## config.mk

```make
export PLATFORM = sky130hd
export DESIGN_NAME = mlp_ff_ctrl
export DESIGN_NICKNAME = d
export VERILOG_FILES = /design/src/rtl/core/mlp_ff_pkg.sv /design/src/rtl/core/mlp_ff_ctrl.sv
export SDC_FILE = /design/constraint.sdc
export NUM_CORES = 1
export LEC_CHECK = 0
export BUFFER_PORTS_ARGS = -buffer_cell sky130_fd_sc_hd__buf_4
export CAP_MARGIN = 20
export CORE_MARGIN = 8
export CORE_UTILIZATION = 40
export DETAILED_ROUTE_END_ITERATION = 7
export GPL_TIMING_DRIVEN = 0
export PLACE_DENSITY_LB_ADDON = 0.2
export SLEW_MARGIN = 20
export SYNTH_ARGS = -nofsm -noshare
export SYNTH_HDL_FRONTEND = slang
export SYNTH_SLANG_ARGS = --single-unit
```

## constraint.sdc

```tcl
create_clock -name clock -period 5.01 [get_ports clock]
set_input_delay 1.002 -clock clock [delete_from_list [all_inputs] [get_ports clock]]
set_output_delay 1.002 -clock clock [all_outputs]
set_load 0.02 [all_outputs]
```

## src/rtl/core/mlp_ff_pkg.sv

```systemverilog
// Shared types, codes and activation tables for the feed-forward network block.
`timescale 1ns / 1ps

package mlp_ff_pkg;

   localparam int MAX_WIDTH_DEF  = 16;
   localparam int MAX_HIDDEN_DEF = 4;

   // Widest activation buffer address over the whole parameter range.
   localparam int ABUF_ADDR_MAX_W = 9;

   localparam logic OP_WEIGHT = 1'b0;
   localparam logic OP_DATA   = 1'b1;

   localparam logic [1:0] ACT_SIGMOID = 2'd0;
   localparam logic [1:0] ACT_RELU    = 2'd1;
   localparam logic [1:0] ACT_TANH    = 2'd2;

   localparam logic [2:0] CSR_ACT_MODE = 3'd0;
   localparam logic [2:0] CSR_INPUTS   = 3'd1;
   localparam logic [2:0] CSR_HIDDEN   = 3'd2;
   localparam logic [2:0] CSR_PER_HID  = 3'd3;
   localparam logic [2:0] CSR_OUTPUTS  = 3'd4;

   typedef struct packed {
      logic              operation;
      logic [2:0]        layer_index;
      logic [3:0]        neuron_index;
      logic [3:0]        source_index;
      logic signed [15:0] value;
      logic              last;
   } req_item_type;

   typedef struct packed {
      logic [3:0]         output_index;
      logic signed [15:0] output_value;
      logic               last_output;
      logic               no_weights;
   } rsp_item_type;

   typedef struct packed {
      logic [1:0] act_mode;
      logic [4:0] n_in;
      logic [2:0] hidden;
      logic [4:0] per;
      logic [4:0] outs;
   } cfg_type;

   typedef enum logic [2:0] {
      ST_CLEAR,
      ST_IDLE,
      ST_ERROR,
      ST_LAYER,
      ST_START,
      ST_MAC,
      ST_DRAIN,
      ST_FINISH
   } ctl_state_type;

   typedef struct packed {
      logic                       clear_en;
      logic [ABUF_ADDR_MAX_W-1:0] clear_addr;
      logic                       req_accept;
      logic                       acc_clear;
      logic                       issue;
      logic [2:0]                 rd_layer;
      logic [4:0]                 rd_neuron;
      logic [4:0]                 rd_src;
      logic                       rd_half;
      logic                       wr_act;
      logic                       wr_half;
      logic [4:0]                 wr_neuron;
      logic                       load_rsp;
      logic                       rsp_last;
      logic                       load_err;
   } ctl_cmd_type;

   typedef struct packed {
      logic mac_idle;
      logic rsp_free;
      logic weights_written;
   } dp_status_type;

   typedef logic [255:0][15:0] rom_type;

   // Bit-serial long division, used only while building the tables.
   function automatic logic [63:0] udiv_const(input logic [63:0] num, input logic [63:0] den);
      logic [64:0] rem;
      logic [63:0] quo;
      rem = '0;
      quo = '0;
      for (int i = 63; i >= 0; i--) begin
         rem = {rem[63:0], num[i]};
         if (rem >= {1'b0, den}) begin
            rem    = rem - {1'b0, den};
            quo[i] = 1'b1;
         end
      end
      return quo;
   endfunction

   // Entry i stands for x = (i-128)/16; exp steps are e^(1/16) in Q24.
   function automatic rom_type build_rom(input logic tanh_sel);
      logic [63:0] e_tab [129];
      logic [63:0] e_val;
      logic [63:0] den;
      logic [63:0] num;
      logic [63:0] r_val;
      logic [63:0] d_val;
      logic [63:0] t_val;
      logic [15:0] entry;
      rom_type     rom;
      int          k;
      e_tab[0] = 64'd16777216;
      for (int i = 1; i <= 128; i++) begin
         e_tab[i] = (e_tab[i-1] * 64'd17859253 + 64'd8388608) >> 24;
      end
      for (int i = 0; i < 256; i++) begin
         k     = i - 128;
         e_val = e_tab[(k < 0) ? -k : k];
         if (tanh_sel) begin
            r_val = udiv_const((64'd1 << 48) + (e_val >> 1), e_val);
            d_val = e_val + r_val;
            t_val = udiv_const(((e_val - r_val) << 9) + d_val, d_val << 1);
            entry = (k < 0) ? 16'(-t_val) : t_val[15:0];
         end else begin
            den   = e_val + 64'd16777216;
            num   = (k >= 0) ? (e_val << 8) : (64'd1 << 32);
            t_val = udiv_const((num << 1) + den, den << 1);
            entry = t_val[15:0];
         end
         rom[i] = entry;
      end
      return rom;
   endfunction

   localparam rom_type SIG_ROM  = build_rom(1'b0);
   localparam rom_type TANH_ROM = build_rom(1'b1);

   function automatic logic signed [15:0] activate(input logic [1:0] mode,
                                                   input logic signed [15:0] s);
      logic [11:0] u;
      logic [7:0]  idx;
      logic signed [15:0] res;
      u = {~s[15], s[14:4]};
      if (u < 12'd1920) begin
         idx = 8'd0;
      end else if (u > 12'd2175) begin
         idx = 8'd255;
      end else begin
         idx = 8'(u - 12'd1920);
      end
      case (mode)
         ACT_RELU: res = (s > 16'sd0) ? s : 16'sd0;
         ACT_TANH: res = TANH_ROM[idx];
         default:  res = SIG_ROM[idx];
      endcase
      return res;
   endfunction

endpackage

```

## src/rtl/core/mlp_ff_ctrl.sv

```systemverilog
// Sequencer: buffer clearing, layer and neuron loops, result hand-off.
`timescale 1ns / 1ps

module mlp_ff_ctrl
   import mlp_ff_pkg::*;
#(
   parameter int MAX_WIDTH = MAX_WIDTH_DEF
) (
   input  logic          clock,
   input  logic          reset,
   input  logic          req_valid,
   input  req_item_type  req_item,
   output logic          req_stall,
   input  cfg_type       cfg,
   input  dp_status_type status,
   output ctl_cmd_type   cmd
);

   localparam int ADEPTH  = 2 * MAX_WIDTH;
   localparam int AADDR_W = $clog2(ADEPTH);

   ctl_state_type        state_ff, state_in;
   logic [AADDR_W-1:0]   clr_cnt_ff, clr_cnt_in;
   logic [2:0]           layer_ff, layer_in;
   logic [4:0]           neuron_ff, neuron_in;
   logic [4:0]           src_ff, src_in;
   logic                 cur_ff, cur_in;
   logic [4:0]           n_ff, n_in;

   logic                 accept;
   logic                 out_layer;
   logic [4:0]           count;

   assign req_stall = (state_ff != ST_IDLE);
   assign accept    = req_valid && !req_stall;
   assign out_layer = (layer_ff == cfg.hidden);
   assign count     = out_layer ? cfg.outs : cfg.per;

   always_ff @(posedge clock) begin
      if (reset) begin
         state_ff   <= ST_CLEAR;
         clr_cnt_ff <= '0;
         layer_ff   <= '0;
         neuron_ff  <= '0;
         src_ff     <= '0;
         cur_ff     <= 1'b0;
         n_ff       <= '0;
      end else begin
         state_ff   <= state_in;
         clr_cnt_ff <= clr_cnt_in;
         layer_ff   <= layer_in;
         neuron_ff  <= neuron_in;
         src_ff     <= src_in;
         cur_ff     <= cur_in;
         n_ff       <= n_in;
      end
   end

   always_comb begin
      state_in   = state_ff;
      clr_cnt_in = clr_cnt_ff;
      layer_in   = layer_ff;
      neuron_in  = neuron_ff;
      src_in     = src_ff;
      cur_in     = cur_ff;
      n_in       = n_ff;
      case (state_ff)
         ST_CLEAR: begin
            clr_cnt_in = clr_cnt_ff + 1'b1;
            if (int'(clr_cnt_ff) == ADEPTH - 1) begin
               state_in = ST_IDLE;
            end
         end
         ST_IDLE: begin
            if (accept && req_item.operation == OP_DATA && req_item.last) begin
               if (!status.weights_written) begin
                  state_in = ST_ERROR;
               end else begin
                  layer_in = '0;
                  cur_in   = 1'b0;
                  n_in     = cfg.n_in;
                  state_in = ST_LAYER;
               end
            end
         end
         ST_ERROR: begin
            if (status.rsp_free) begin
               state_in = ST_IDLE;
            end
         end
         ST_LAYER: begin
            if (count == 5'd0) begin
               if (out_layer) begin
                  state_in = ST_IDLE;
               end else begin
                  layer_in = layer_ff + 3'd1;
                  cur_in   = ~cur_ff;
                  n_in     = cfg.per;
               end
            end else begin
               neuron_in = '0;
               state_in  = ST_START;
            end
         end
         ST_START: begin
            src_in   = '0;
            state_in = (n_ff == 5'd0) ? ST_DRAIN : ST_MAC;
         end
         ST_MAC: begin
            src_in = src_ff + 5'd1;
            if (src_ff == n_ff - 5'd1) begin
               state_in = ST_DRAIN;
            end
         end
         ST_DRAIN: begin
            if (status.mac_idle) begin
               state_in = ST_FINISH;
            end
         end
         ST_FINISH: begin
            if (!out_layer || status.rsp_free) begin
               if (neuron_ff == count - 5'd1) begin
                  if (out_layer) begin
                     state_in = ST_IDLE;
                  end else begin
                     layer_in = layer_ff + 3'd1;
                     cur_in   = ~cur_ff;
                     n_in     = cfg.per;
                     state_in = ST_LAYER;
                  end
               end else begin
                  neuron_in = neuron_ff + 5'd1;
                  state_in  = ST_START;
               end
            end
         end
         default: state_in = ST_IDLE;
      endcase
   end

   always_comb begin
      cmd            = '0;
      cmd.clear_addr = ABUF_ADDR_MAX_W'(clr_cnt_ff);
      cmd.rd_layer   = layer_ff;
      cmd.rd_neuron  = neuron_ff;
      cmd.rd_src     = src_ff;
      cmd.rd_half    = cur_ff;
      cmd.wr_half    = ~cur_ff;
      cmd.wr_neuron  = neuron_ff;
      cmd.rsp_last   = (neuron_ff == count - 5'd1);
      cmd.req_accept = accept;
      case (state_ff)
         ST_CLEAR:  cmd.clear_en  = 1'b1;
         ST_ERROR:  cmd.load_err  = status.rsp_free;
         ST_START:  cmd.acc_clear = 1'b1;
         ST_MAC:    cmd.issue     = 1'b1;
         ST_FINISH: begin
            cmd.wr_act   = !out_layer;
            cmd.load_rsp = out_layer && status.rsp_free;
         end
         default: ;
      endcase
   end

endmodule

```

==> flow_metrics.tcl <==
set metrics [dict create \
    outcome "finished, final reports clean" \
    antenna_found_initial 0 \
    worst_pin_slew_ns 0.8138 \
    post-dp-hpwl_microns 5310 \
    setup_viol 0 \
    numClockSinks 27 \
    start_kind "input pin" \
    slew_headroom_pct 45.33 \
    area_growth_pct 26.69 \
    critPathKind "input pin to primary output" \
    min_path_cells 2 \
    yosys-top-cells-area "dfxtp_1 24%, mux2i_1 4.5%, xnor2_1 4.3%" \
    hold_class "register to register" \
    drt-total-wl_microns 6757 \
    place_area_sq_um 2766 \
    fin_total_pwr_uw 432.4 \
    gp_congestion 0.9258 \
    dp.cells 413 \
    cts_resized 0 \
    firstDrtPassIters 4 \
    powerDensity_nw_per_um2 153.6 \
    fin_crit_ns 4.127 \
    fin_crit_sh_pct 82.38 \
    grt_pass1_wl_microns 10920 \
    die_h_microns 90.54 \
    crit_fanout 7 \
    place_ws_ns 0.9053 \
    ctsRootBufferMaster "clkbuf_8" \
    hold_viol_final 0 \
    diodes 0 \
    ys.flop_type "dfxtp_1" \
    yosysTopAreaCellShare_pct 24.32 \
    die_w_microns 90.54 \
    max_freq_mhz 242.3 \
    cts_buffers 3 \
    drc 0 \
    cts.clk_slew.worst_paths_ns 0.10 \
    place.port_buffers 59 \
    worst_slack_ns 0.8830 \
    cp.required_ns 4.01 \
    core.rowCount 27 \
    drv_cap 0 \
    synth.avg_cell_area_sq_um 7.965 \
    initial_core_util_pct 40.86 \
    netlist_top_cells_count "27 x dfxtp_1, 24 x nor2_1, 23 x nand2_1, 15 x inv_1, 14 x a21oi_1" \
    grtUsageTotal_pct 15.99 \
    yosysWarnings 0 \
    ys_types 60 \
    vias_per_cell 5.501 \
    drive_above_1_share_pct 25.80 \
    h-tree-depth 1 \
    synthMostInstantiatedCell "dfxtp_1" \
    syn_inst 279 \
    ctsHoldBuffers 0 \
    worst_setup_path_end_kind "primary output" \
    fin_skew_ns 0.005255 \
    synth_edf_count 0 \
    wire_per_inst_microns 16.20 \
    clock_latency_ns 0.29 \
    syn_area_sq_um 2222 \
    cts_tree "done" \
    drt_iter0_drc 148 \
    finalMaxSlewViolations 0 \
    cp_data_arrival_time_ns 3.13 \
    dieArea_sq_um 8197 \
    cts.path.max_buffers 2 \
    utilization_pct 51.76 \
    grt_pass1_vias 2201 \
    antenna_left 0 \
    post-cts-setup-buffers 0 \
    grt_max_degree 17 \
    rr_worst_depth 8 \
    io_pins 93 \
    vias 2294 \
    setup_tns_ns 0 \
    overflow 0 \
    synth_top_area_cell "dfxtp_1" \
    holdWs_ns 0.5062 \
    core_sq_um 5439 \
    final_cell_area_sq_um 2815 \
    ys_seq_area_share_pct 24.32 \
    p_leak_nw 1.212 \
    finalNetCount 407 \
    synth-async-reset-ratio_pct 0 \
    peakVddDrop_v 0.00008090 \
    synth_seq_cells 27 \
    rsz0062_at_grt "no" \
    finalNonFillerCells 417 \
]
-- flip-flops by register name, indices dropped and copies added (netlist names) --
signal and cells:
clr_cnt_ff 5, n_ff 5, neuron_ff 5, src_ff 5
layer_ff 3, state_ff 3, cur_ff 1
-- critical path, stage by stage --
cell and delay [ns]:
buf_4 0.13, xnor2_1 0.56, nand3_1 0.34, mux2i_1 0.37, xnor2_1 0.19, o211ai_1 0.18, inv_1 0.17, buf_4 0.17
-- layer usage --
layer | vias to the layer above | part of all wire (%) | track usage, %
li1 | 1137 | - | -
met1 | 1066 | 45 | 20.39
met5 | - | 0 | 0
met3 | 7 | 7.0 | 2.743
met4 | 0 | 1.4 | 5.548
met2 | 84 | 46 | 26.31
-- worst paths after layout --
kind	startpoint	to	slack [ns]
setup / recovery	cfg[10]	cmd[1]	0.88
setup reg to reg	layer_ff[0]$_SDFFE_PP0P_	layer_ff[2]$_SDFFE_PP0P_	1.96
hold / removal	n_ff[1]$_SDFFE_PP0P_	n_ff[1]$_SDFFE_PP0P_	0.51
hold reg to reg	n_ff[1]$_SDFFE_PP0P_	n_ff[1]$_SDFFE_PP0P_	0.51
-- area by class of cell --
class	count	area, sq um
clock inverters	1	7.507
plain buffers	20	125.1
clock buffers	3	41.29
flip-flops and latches	27	540.5
inverters	15	56.30
fillers	546	2624
well taps	72	90.09
repair buffers	59	442.9
multi-input cells	220	1511
-- layout by cell type, fill, tap and decap left out, types with 9 or more instances in the layout --
cell type,instances
a21oi_1,14
buf_4,70
dfxtp_1,27
inv_1,15
mux2i_1,10
nand2_1,23
nand3_1,9
nor2_1,24
nor3_1,13
o21ai_0,11
xnor2_1,11
-- power by group --
group | leakage (nW) | total (mW) | switching [mW] | internal, mW
clock | 0.0217 | 0.138 | 0.0812 | 0.0569
combinational | 0.972 | 0.0754 | 0.0419 | 0.0334
sequential | 0.218 | 0.219 | 0.00223 | 0.217
total | 1.21 | 0.432 | 0.125 | 0.307
-- kinds of logic (layout without fill, tap and decap cells) --
| group | after synthesis | in the layout | share of synthesized area, % |
|---|---|---|---|
| AOI/OAI and AO/OA | 64 | 64 | 22.02 |
| xor gates and xnor gates | 20 | 20 | 8.840 |
| adders and majority gates | 6 | 6 | 3.378 |
| buffers and inverters | 35 | 98 | 8.164 |
| DFF | 27 | 27 | 24.32 |
| muxes | 14 | 14 | 7.038 |
| other | 1 | 4 | 0.1688 |
| and+or+nand+nor | 112 | 112 | 26.07 |
No activity file was read; power rests on OpenSTA's default activity.
