--- src/rtl/core/mlp_ff_pkg.sv ---
// Shared types, codes and activation tables for the feed-forward network block.
`timescale 1ns / 1ps

package mlp_ff_pkg;

   localparam int MAX_WIDTH_DEF  = 16;
   localparam int MAX_HIDDEN_DEF = 4;

   // Widest activation buffer address over the whole parameter range.
   localparam int ABUF_ADDR_MAX_W = 9;

   localparam logic OP_WEIGHT = 1'b0;
   localparam logic OP_DATA   = 1'b1;

   localparam logic [1:0] ACT_SIGMOID = 2'd0;
   localparam logic [1:0] ACT_RELU    = 2'd1;
   localparam logic [1:0] ACT_TANH    = 2'd2;

   localparam logic [2:0] CSR_ACT_MODE = 3'd0;
   localparam logic [2:0] CSR_INPUTS   = 3'd1;
   localparam logic [2:0] CSR_HIDDEN   = 3'd2;
   localparam logic [2:0] CSR_PER_HID  = 3'd3;
   localparam logic [2:0] CSR_OUTPUTS  = 3'd4;

   typedef struct packed {
      logic              operation;
      logic [2:0]        layer_index;
      logic [3:0]        neuron_index;
      logic [3:0]        source_index;
      logic signed [15:0] value;
      logic              last;
   } req_item_type;

   typedef struct packed {
      logic [3:0]         output_index;
      logic signed [15:0] output_value;
      logic               last_output;
      logic               no_weights;
   } rsp_item_type;

   typedef struct packed {
      logic [1:0] act_mode;
      logic [4:0] n_in;
      logic [2:0] hidden;
      logic [4:0] per;
      logic [4:0] outs;
   } cfg_type;

   typedef enum logic [2:0] {
      ST_CLEAR,
      ST_IDLE,
      ST_ERROR,
      ST_LAYER,
      ST_START,
      ST_MAC,
      ST_DRAIN,
      ST_FINISH
   } ctl_state_type;

   typedef struct packed {
      logic                       clear_en;
      logic [ABUF_ADDR_MAX_W-1:0] clear_addr;
      logic                       req_accept;
      logic                       acc_clear;
      logic                       issue;
      logic [2:0]                 rd_layer;
      logic [4:0]                 rd_neuron;
      logic [4:0]                 rd_src;
      logic                       rd_half;
      logic                       wr_act;
      logic                       wr_half;
      logic [4:0]                 wr_neuron;
      logic                       load_rsp;
      logic                       rsp_last;
      logic                       load_err;
   } ctl_cmd_type;

   typedef struct packed {
      logic mac_idle;
      logic rsp_free;
      logic weights_written;
   } dp_status_type;

   typedef logic [255:0][15:0] rom_type;

   // Bit-serial long division, used only while building the tables.
   function automatic logic [63:0] udiv_const(input logic [63:0] num, input logic [63:0] den);
      logic [64:0] rem;
      logic [63:0] quo;
      rem = '0;
      quo = '0;
      for (int i = 63; i >= 0; i--) begin
         rem = {rem[63:0], num[i]};
         if (rem >= {1'b0, den}) begin
            rem    = rem - {1'b0, den};
            quo[i] = 1'b1;
         end
      end
      return quo;
   endfunction

   // Entry i stands for x = (i-128)/16; exp steps are e^(1/16) in Q24.
   function automatic rom_type build_rom(input logic tanh_sel);
      logic [63:0] e_tab [129];
      logic [63:0] e_val;
      logic [63:0] den;
      logic [63:0] num;
      logic [63:0] r_val;
      logic [63:0] d_val;
      logic [63:0] t_val;
      logic [15:0] entry;
      rom_type     rom;
      int          k;
      e_tab[0] = 64'd16777216;
      for (int i = 1; i <= 128; i++) begin
         e_tab[i] = (e_tab[i-1] * 64'd17859253 + 64'd8388608) >> 24;
      end
      for (int i = 0; i < 256; i++) begin
         k     = i - 128;
         e_val = e_tab[(k < 0) ? -k : k];
         if (tanh_sel) begin
            r_val = udiv_const((64'd1 << 48) + (e_val >> 1), e_val);
            d_val = e_val + r_val;
            t_val = udiv_const(((e_val - r_val) << 9) + d_val, d_val << 1);
            entry = (k < 0) ? 16'(-t_val) : t_val[15:0];
         end else begin
            den   = e_val + 64'd16777216;
            num   = (k >= 0) ? (e_val << 8) : (64'd1 << 32);
            t_val = udiv_const((num << 1) + den, den << 1);
            entry = t_val[15:0];
         end
         rom[i] = entry;
      end
      return rom;
   endfunction

   localparam rom_type SIG_ROM  = build_rom(1'b0);
   localparam rom_type TANH_ROM = build_rom(1'b1);

   function automatic logic signed [15:0] activate(input logic [1:0] mode,
                                                   input logic signed [15:0] s);
      logic [11:0] u;
      logic [7:0]  idx;
      logic signed [15:0] res;
      u = {~s[15], s[14:4]};
      if (u < 12'd1920) begin
         idx = 8'd0;
      end else if (u > 12'd2175) begin
         idx = 8'd255;
      end else begin
         idx = 8'(u - 12'd1920);
      end
      case (mode)
         ACT_RELU: res = (s > 16'sd0) ? s : 16'sd0;
         ACT_TANH: res = TANH_ROM[idx];
         default:  res = SIG_ROM[idx];
      endcase
      return res;
   endfunction

endpackage

--- src/rtl/core/mlp_ff_csr.sv ---
// Configuration registers with count clamping.
`timescale 1ns / 1ps

module mlp_ff_csr
   import mlp_ff_pkg::*;
#(
   parameter int MAX_WIDTH  = MAX_WIDTH_DEF,
   parameter int MAX_HIDDEN = MAX_HIDDEN_DEF
) (
   input  logic       clock,
   input  logic       reset,
   input  logic       csr_we,
   input  logic [2:0] csr_index,
   input  logic [4:0] csr_wdata,
   output cfg_type    cfg
);

   localparam int OUT_LIM = (MAX_WIDTH < 16) ? MAX_WIDTH : 16;

   logic [1:0] mode_ff;
   logic [4:0] inputs_ff;
   logic [2:0] hidden_ff;
   logic [4:0] per_ff;
   logic [4:0] outs_ff;

   always_ff @(posedge clock) begin
      if (reset) begin
         mode_ff   <= ACT_SIGMOID;
         inputs_ff <= 5'd16;
         hidden_ff <= 3'd1;
         per_ff    <= 5'd16;
         outs_ff   <= 5'd16;
      end else if (csr_we) begin
         case (csr_index)
            CSR_ACT_MODE: mode_ff   <= csr_wdata[1:0];
            CSR_INPUTS:   inputs_ff <= csr_wdata;
            CSR_HIDDEN:   hidden_ff <= csr_wdata[2:0];
            CSR_PER_HID:  per_ff    <= csr_wdata;
            CSR_OUTPUTS:  outs_ff   <= csr_wdata;
            default: ;
         endcase
      end
   end

   always_comb begin
      cfg.act_mode = mode_ff;
      cfg.n_in     = (int'(inputs_ff) > MAX_WIDTH) ? 5'(MAX_WIDTH) : inputs_ff;
      cfg.hidden   = (int'(hidden_ff) > MAX_HIDDEN) ? 3'(MAX_HIDDEN) : hidden_ff;
      cfg.per      = (int'(per_ff) > MAX_WIDTH) ? 5'(MAX_WIDTH) : per_ff;
      cfg.outs     = (int'(outs_ff) > OUT_LIM) ? 5'(OUT_LIM) : outs_ff;
   end

endmodule

--- config.mk ---
export PLATFORM = sky130hd
export DESIGN_NAME = mlp_ff_csr
export DESIGN_NICKNAME = d
export VERILOG_FILES = /design/src/rtl/core/mlp_ff_pkg.sv /design/src/rtl/core/mlp_ff_csr.sv
export SDC_FILE = /design/constraint.sdc
export NUM_CORES = 1
export LEC_CHECK = 0
export BUFFER_PORTS_ARGS = -buffer_cell sky130_fd_sc_hd__buf_2
export CORE_AREA = 4 4 57 59
export DETAILED_ROUTE_END_ITERATION = 10
export DIE_AREA = 0 0 61 63
export PLACE_DENSITY = 0.63
export SLEW_MARGIN = 20
export SYNTH_ARGS = -nofsm -noshare
export SYNTH_HDL_FRONTEND = slang
export SYNTH_SLANG_ARGS = --single-unit
export TNS_END_PERCENT = 100
--- constraint.sdc ---
create_clock -name clock -period 1.06 [get_ports clock]
set_input_delay 0.212 -clock clock [delete_from_list [all_inputs] [get_ports clock]]
set_output_delay 0.212 -clock clock [all_outputs]
set_load 0.01 [all_outputs]
==> results of run 1 <==
## kinds of logic after synthesis
group	Yosys count	synth area share (%)
muxes	20	21.68
buffers and inverters	8	3.523
DFF	20	43.36
and+or+nand+nor	45	31.44
## worst max-delay path, stage by stage, from the launching register on
cell,delay [ns]
dfxtp_4,0.38
nor2b_1,0.11
buf_2,0.14
## worst paths after layout
path | end | cells after the start
worst max register to register | inputs_ff[4] | 2
worst min-delay path | per_ff[4] | 3
worst max-delay path | cfg[1] | 2
worst min register to register | inputs_ff[2] | 2
## routing by layer
| metal | share of wire (%) | up-vias | wire [µm] | global-route usage (%) |
|---|---|---|---|---|
| met4 | 0.91 | 0 | 17 | 4.065 |
| met2 | 52 | 14 | 974 | 19.12 |
| met5 | 0 | - | 0 | 0 |
| li1 | - | 366 | - | - |
| met3 | 4.8 | 2 | 90 | 2.066 |
| met1 | 42 | 335 | 787 | 12.69 |
## power groups by stage
stage               Clock, mW  Combinational, mW  Sequential (mW)
global route            0.467              0.144            0.778
CTS                     0.436              0.128            0.778
detailed placement          0              0.128            0.796
floorplan                   0             0.0734            0.794
global placement            0              0.125            0.795
finish                  0.423              0.129            0.775
## registers in the layout, indices dropped and copies added, names as in the netlist
signal     cells
hidden_ff      3
inputs_ff      5
mode_ff        2
outs_ff        5
per_ff         5
## metrics by stage
| step | setup slack [ns] | TNS, ns | total power, mW | utilization [%] |
|---|---|---|---|---|
| 6_report | -0.06630 | -0.6616 | 1.327 | 44.28 |
| 5_1_grt | -0.1329 | -1.559 | 1.389 | 44.28 |
| 4_1_cts | -0.08007 | -0.7572 | 1.343 | 43.17 |
| 3_5_place_dp | -0.08534 | -0.4069 | 0.9241 | 41.23 |
| 3_3_place_gp | -0.06884 | -0.4430 | 0.9202 | 41.23 |
| 2_1_floorplan | 0.07048 | 0 | 0.8670 | - |
## final cells by class
| class | count | area share (%) |
|---|---|---|
| tap | 31 | 3.233 |
| sequential | 20 | 35.35 |
| timing repair buffer | 35 | 16.68 |
| clock buffer | 4 | 3.024 |
| multi-input combinational | 65 | 41.71 |
## layout by cell type, fill, tap and decap left out, types with 3 or more instances in the layout
master     n
buf_4      5
mux2i_1   20
buf_2     28
dfxtp_2   10
dfxtp_4    3
clkbuf_4   3
nor2_1     6
nor2b_1   12
dfxtp_1    7
nand2b_1  20
==> results_dict.tcl, run 1 <==
set metrics [dict create \
    status "finished with violations" \
    violations "negative setup slack" \
    postPlaceCellArea_um2 1117 \
    cts_setup_buffers 0 \
    grt_pass1_wl_um 3277 \
    p_switching_mw 0.2845 \
    p_per_area_nw_per_um2 1106 \
    vias 717 \
    cap_viol_max_count 0 \
    die_x_um 61 \
    multiInputGateArea_um2 500.5 \
    skew_ns 0 \
    ir_worst_vdd_uv 661.4 \
    clk_latency_ns 0.28 \
    rrSetupSlack_ns 0.39 \
    drt-vias-per-instance 4.626 \
    hp-class "input pin to register" \
    fin_crit_ns 1.126 \
    synth_top_area_share_pct 43.36 \
    post_cts_resized 12 \
    die_area_um2 3843 \
    worst_slack_ns -0.06630 \
    synth-seq-cells 20 \
    drt_iter0_markers 6 \
    setup_viol 14 \
    areaGrowthSynthToFinish_pct 29.95 \
    dp.final_hpwl_um 1484 \
    yosys_warnings 0 \
    drtAntennaViolNets 0 \
    syn_area_per_cell_um2 9.929 \
    cts.sinks 20 \
    drt-total-wl_um 1868 \
    p_comb_share_pct 9.7 \
    cts-root-to-sink-buffers 2 \
    slew_headroom_pct 77.08 \
    cts_htree_levels 1 \
    fmax_mhz 887.9 \
    clkSlewWorstSetupHoldPaths_ns 0.11 \
    ys_top_cells_by_count "dfxtp_1, mux2i_1, nand2b_1" \
    ys.flop_type "dfxtp_1" \
    syn-num-nets 104 \
    p_leak_nw 0.5713 \
    seq_area_um2 424.2 \
    p_int_mw 1.042 \
    holdBufCountCts 0 \
    fillerInstances 275 \
    initial_core_util_pct 34.07 \
    grt_pass1_vias 763 \
    root_buffer "clkbuf_4" \
    hold_viol_final 0 \
    synth_area_um2 923.4 \
    switching_share_pct 21.44 \
    required_ns 0.85 \
    fin_crit_sh_pct 106.3 \
    gp_congestion 0.7227 \
    synth_top_cell_by_area "dfxtp_1" \
    worstMarginPinSlew_ns 0.3419 \
    drc 0 \
    startpoint_type "register" \
    die_y_um 63 \
    final_area_um2 1200 \
    nets 136 \
    path_max_fanout 6 \
    syn_inst 93 \
    worstPathArrival_ns 0.91 \
    rsz0062_at_grt "true" \
    critPathKind "register to output port" \
    crit_start "outs_ff[4]" \
    r2r_start "inputs_ff[4]" \
    async_reset_ff_share_pct 0 \
    drv_slew 0 \
    synth_area_leaders "dfxtp_1, mux2i_1, nand2b_1, nor2b_1, clkbuf_1" \
    core.rowCount 19 \
    yosysUniqueCellTypes 11 \
    hold_ws_ns 0.2023 \
    p_clk_share_pct 31.9 \
    gr-total-overflow 0 \
    diodes 0 \
    dp.cells 151 \
    firstDrtPassIters 3 \
    antenna_found_initial 0 \
    stdcell_count 155 \
    synth_edf_count 0 \
    cts_tree "built" \
    ys_seq_area_share_pct 43.36 \
    seq_power_share_pct 58.4 \
    cts_buffers 3 \
    end_kind "output port" \
    grt_use_total_pct 10.93 \
    io_pins 31 \
    grt_max_degree 15 \
    drive_above_1_share_pct 44.35 \
    routedWlPerCell_um 12.05 \
    min_from "csr_wdata[4]" \
    io_buffers 30 \
    core_um2 2710 \
]
Power figures use the tool's default switching activity.
==> run 2, diff against run 1 <==
--- a/config.mk
+++ b/config.mk
@@ -5,11 +5,12 @@
 export SDC_FILE = /design/constraint.sdc
 export NUM_CORES = 1
 export LEC_CHECK = 0
+export ABC_AREA = 1
 export BUFFER_PORTS_ARGS = -buffer_cell sky130_fd_sc_hd__buf_2
-export CORE_AREA = 4 4 57 59
+export CORE_AREA = 4 4 59 61
 export DETAILED_ROUTE_END_ITERATION = 10
-export DIE_AREA = 0 0 61 63
-export PLACE_DENSITY = 0.63
+export DIE_AREA = 0 0 63 65
+export PLACE_DENSITY = 0.62
 export SLEW_MARGIN = 20
 export SYNTH_ARGS = -nofsm -noshare
 export SYNTH_HDL_FRONTEND = slang
==> run 2 against run 1 <==
Compared with the run above:
- the flow still finishes with violations (negative setup slack)
- critical endpoint is now cfg[7]
- sequential power up 3.1%
- non-clock buffer count down 1
- combinational power up 76%
- worst hold slack worse by 0.078 ns
- count of clock-buffer cells in the layout unchanged
- area after synthesis up 7.0%
- sequential cell count unchanged
- first-iteration DRC count rose to 2.8 times the previous value
==> results_dict.tcl, run 2 <==
set metrics [dict create \
    min_from "csr_wdata[0]" \
    antenna_found_initial 0 \
    cap_viol_max_count 0 \
    path_cells "nor2_1, nand3_1, a21oi_1, buf_2" \
    violations "negative setup slack" \
    final_common_cell "nor2_1" \
    yosysUniqueCellTypes 12 \
    areaGrowthSynthToFinish_pct 34.30 \
    r2r_start "inputs_ff[3]" \
    async_reset_ff_share_pct 0 \
    rsz0062_at_grt "true" \
    cts_buffers 3 \
    setup_viol 14 \
    end_kind "output port" \
    drv_slew 0 \
    ys_top_cells_by_count "nor2_1, nand2_1, inv_1, nand3_1, dfxtp_1" \
    syn_inst 160 \
    synth_edf_count 0 \
    p_leak_nw 0.6405 \
    core.rowCount 20 \
    dp.final_hpwl_um 1675 \
    slew_headroom_pct 80.43 \
    drc 0 \
    path_max_fanout 3 \
    grt_use_total_pct 11.99 \
    ys_seq_area_share_pct 40.51 \
    io_buffers 30 \
    fillerInstances 335 \
    cts.sinks 20 \
    yosys_warnings 0 \
    finish.utilization_pct 44.58 \
    die_area_um2 4095 \
    startpoint_type "register" \
    seq_area_um2 426.7 \
    drt-total-wl_um 2231 \
    ir_worst_vdd_uv 691.6 \
    largestRegisters "inputs_ff x5, outs_ff x5, per_ff x5" \
    reg2reg_depth 4 \
    synth-seq-cells 20 \
    yosysMostFrequentCell "nor2_1" \
    synth_top_cell_by_area "dfxtp_1" \
    grt_pass1_vias 954 \
    cp_slowest_stage_delay_ns 0.34 \
    grt_max_degree 21 \
    pre_cts_slack_ns 0.02572 \
    fmax_mhz 743.8 \
    final_area_um2 1328 \
    die_y_um 65 \
    worst_slack_ns -0.2844 \
    crit_slowest_cell "dfxtp_2" \
    rrSetupSlack_ns 0.27 \
    synth_area_um2 988.4 \
    multiInputGateArea_um2 506.7 \
    clk_latency_ns 0.30 \
    drt-vias-per-instance 4.513 \
    clkSlewWorstSetupHoldPaths_ns 0.11 \
    status "finished with violations" \
    drive_above_1_share_pct 36.65 \
    root_buffer "clkbuf_4" \
    synth_area_leaders "dfxtp_1, nor2_1, nand2_1, nand3_1, inv_1" \
    synth_top_area_share_pct 40.51 \
    hp-class "input pin to register" \
    fin_crit_ns 1.344 \
    most-common-layout-cells "nor2_1, nand2_1, buf_2, nand3_1, inv_1" \
    required_ns 0.85 \
    diodes 0 \
    grt_pass1_wl_um 3974 \
    gp_congestion 0.7189 \
    gr-total-overflow 0 \
    nets 203 \
    hold_viol_final 0 \
    skew_ns 0 \
    vias 1011 \
    die_x_um 63 \
    cp.buffers_inverters 1 \
    routedWlPerCell_um 9.960 \
    worstMarginPinSlew_ns 0.2924 \
    ys.flop_type "dfxtp_1" \
    cts_tree "built" \
    core_um2 2978 \
    fin_crit_sh_pct 126.8 \
    reg2reg_to "inputs_ff[3]" \
    drtAntennaViolNets 0 \
    path_depth 4 \
    critPathTopFamily "flip-flops" \
    postPlaceCellArea_um2 1177 \
    syn_area_per_cell_um2 6.178 \
    drt_iter0_markers 17 \
    worstPathArrival_ns 1.13 \
    cts_htree_levels 1 \
    firstDrtPassIters 4 \
    initial_core_util_pct 33.19 \
    min_to "hidden_ff[0]" \
    critPathKind "register to output port" \
    whs_path_depth 3 \
    syn-num-nets 171 \
    io_pins 31 \
    p_per_area_nw_per_um2 1107 \
    cts-root-to-sink-buffers 2 \
]
-- run 2: cell types whose count changed after synthesis, sizes merged, moves of 2 or more --
cell     previous run  this run
a21boi              0         3
nor2                6        52
a21oi               0         2
nand2               0        30
nand2b             20         0
nand3               0        22
o21ai               0         2
nand4bb             2         0
inv                 0        22
nor2b              14         0
mux2i              20         0
-- run 2: worst reg2reg max path, cell delays in order (launching register included) --
cell,delay [ns]
dfxtp_2,0.34
buf_6,0.11
buf_4,0.12
nor2_1,0.09
nor2_1,0.05
-- run 2: cell families after synthesis --
kind of cell    synth area share (%)
simple gates                   43.80
flops                          40.51
buf+inv                        11.39
compound gates                 4.304
-- run 2: per-layer routing --
| metal | global-route usage [%] | wire, µm |
|---|---|---|
| met1 | 14.65 | 1074 |
| met2 | 20.69 | 1009 |
| met3 | 3.640 | 128 |
| met4 | 2.479 | 19 |
| met5 | 0 | 0 |
-- run 2: stage by stage --
step                std cells  hold slack [ns]  power, mW  setup TNS, ns
detailed placement        218           0.4482      1.026              0
finish                    224           0.1241      1.470         -1.751
global route              224           0.1573      1.558         -2.935
CTS                       223           0.1189      1.477         -1.904
floorplan                 160           0.3252     0.9478              0
global placement          218           0.4452      1.023              0
-- run 2: how the worst max path moves through the flow --
| stage | to | from | slack, ns |
|---|---|---|---|
| after floorplan | cfg[5] | per_ff[0] | 0.07 |
| after global placement | cfg[5] | per_ff[0] | 0.07 |
| after detailed placement | cfg[6] | per_ff[0] | 0.03 |
| after CTS | cfg[6] | per_ff[0] | -0.29 |
| after global routing | cfg[6] | per_ff[0] | -0.40 |
| final | cfg[7] | per_ff[0] | -0.28 |
-- run 2: power by group --
group	internal [mW]	total [mW]	leakage (nW)	switching, mW
clock network	0.210	0.443	0.0210	0.233
logic	0.0933	0.227	0.452	0.134
registers	0.776	0.799	0.167	0.0233
total	1.08	1.47	0.640	0.391
-- run 2: layout make-up --
| type | instances | share of cell area [%] |
|---|---|---|
| Inverter | 22 | 6.221 |
| Timing Repair Buffer | 34 | 17.62 |
| Multi-Input combinational cell | 111 | 38.17 |
| Sequential cell | 20 | 32.14 |
| Clock buffer | 4 | 2.733 |
| Tap cell | 33 | 3.110 |
-- run 2: timing repair --
action	4_1_cts	5_1_grt
gates resized for setup	26	17
pin swaps	4	4
hold buffers	0	0
buffers inserted	1	1
setup endpoints to repair	18	18
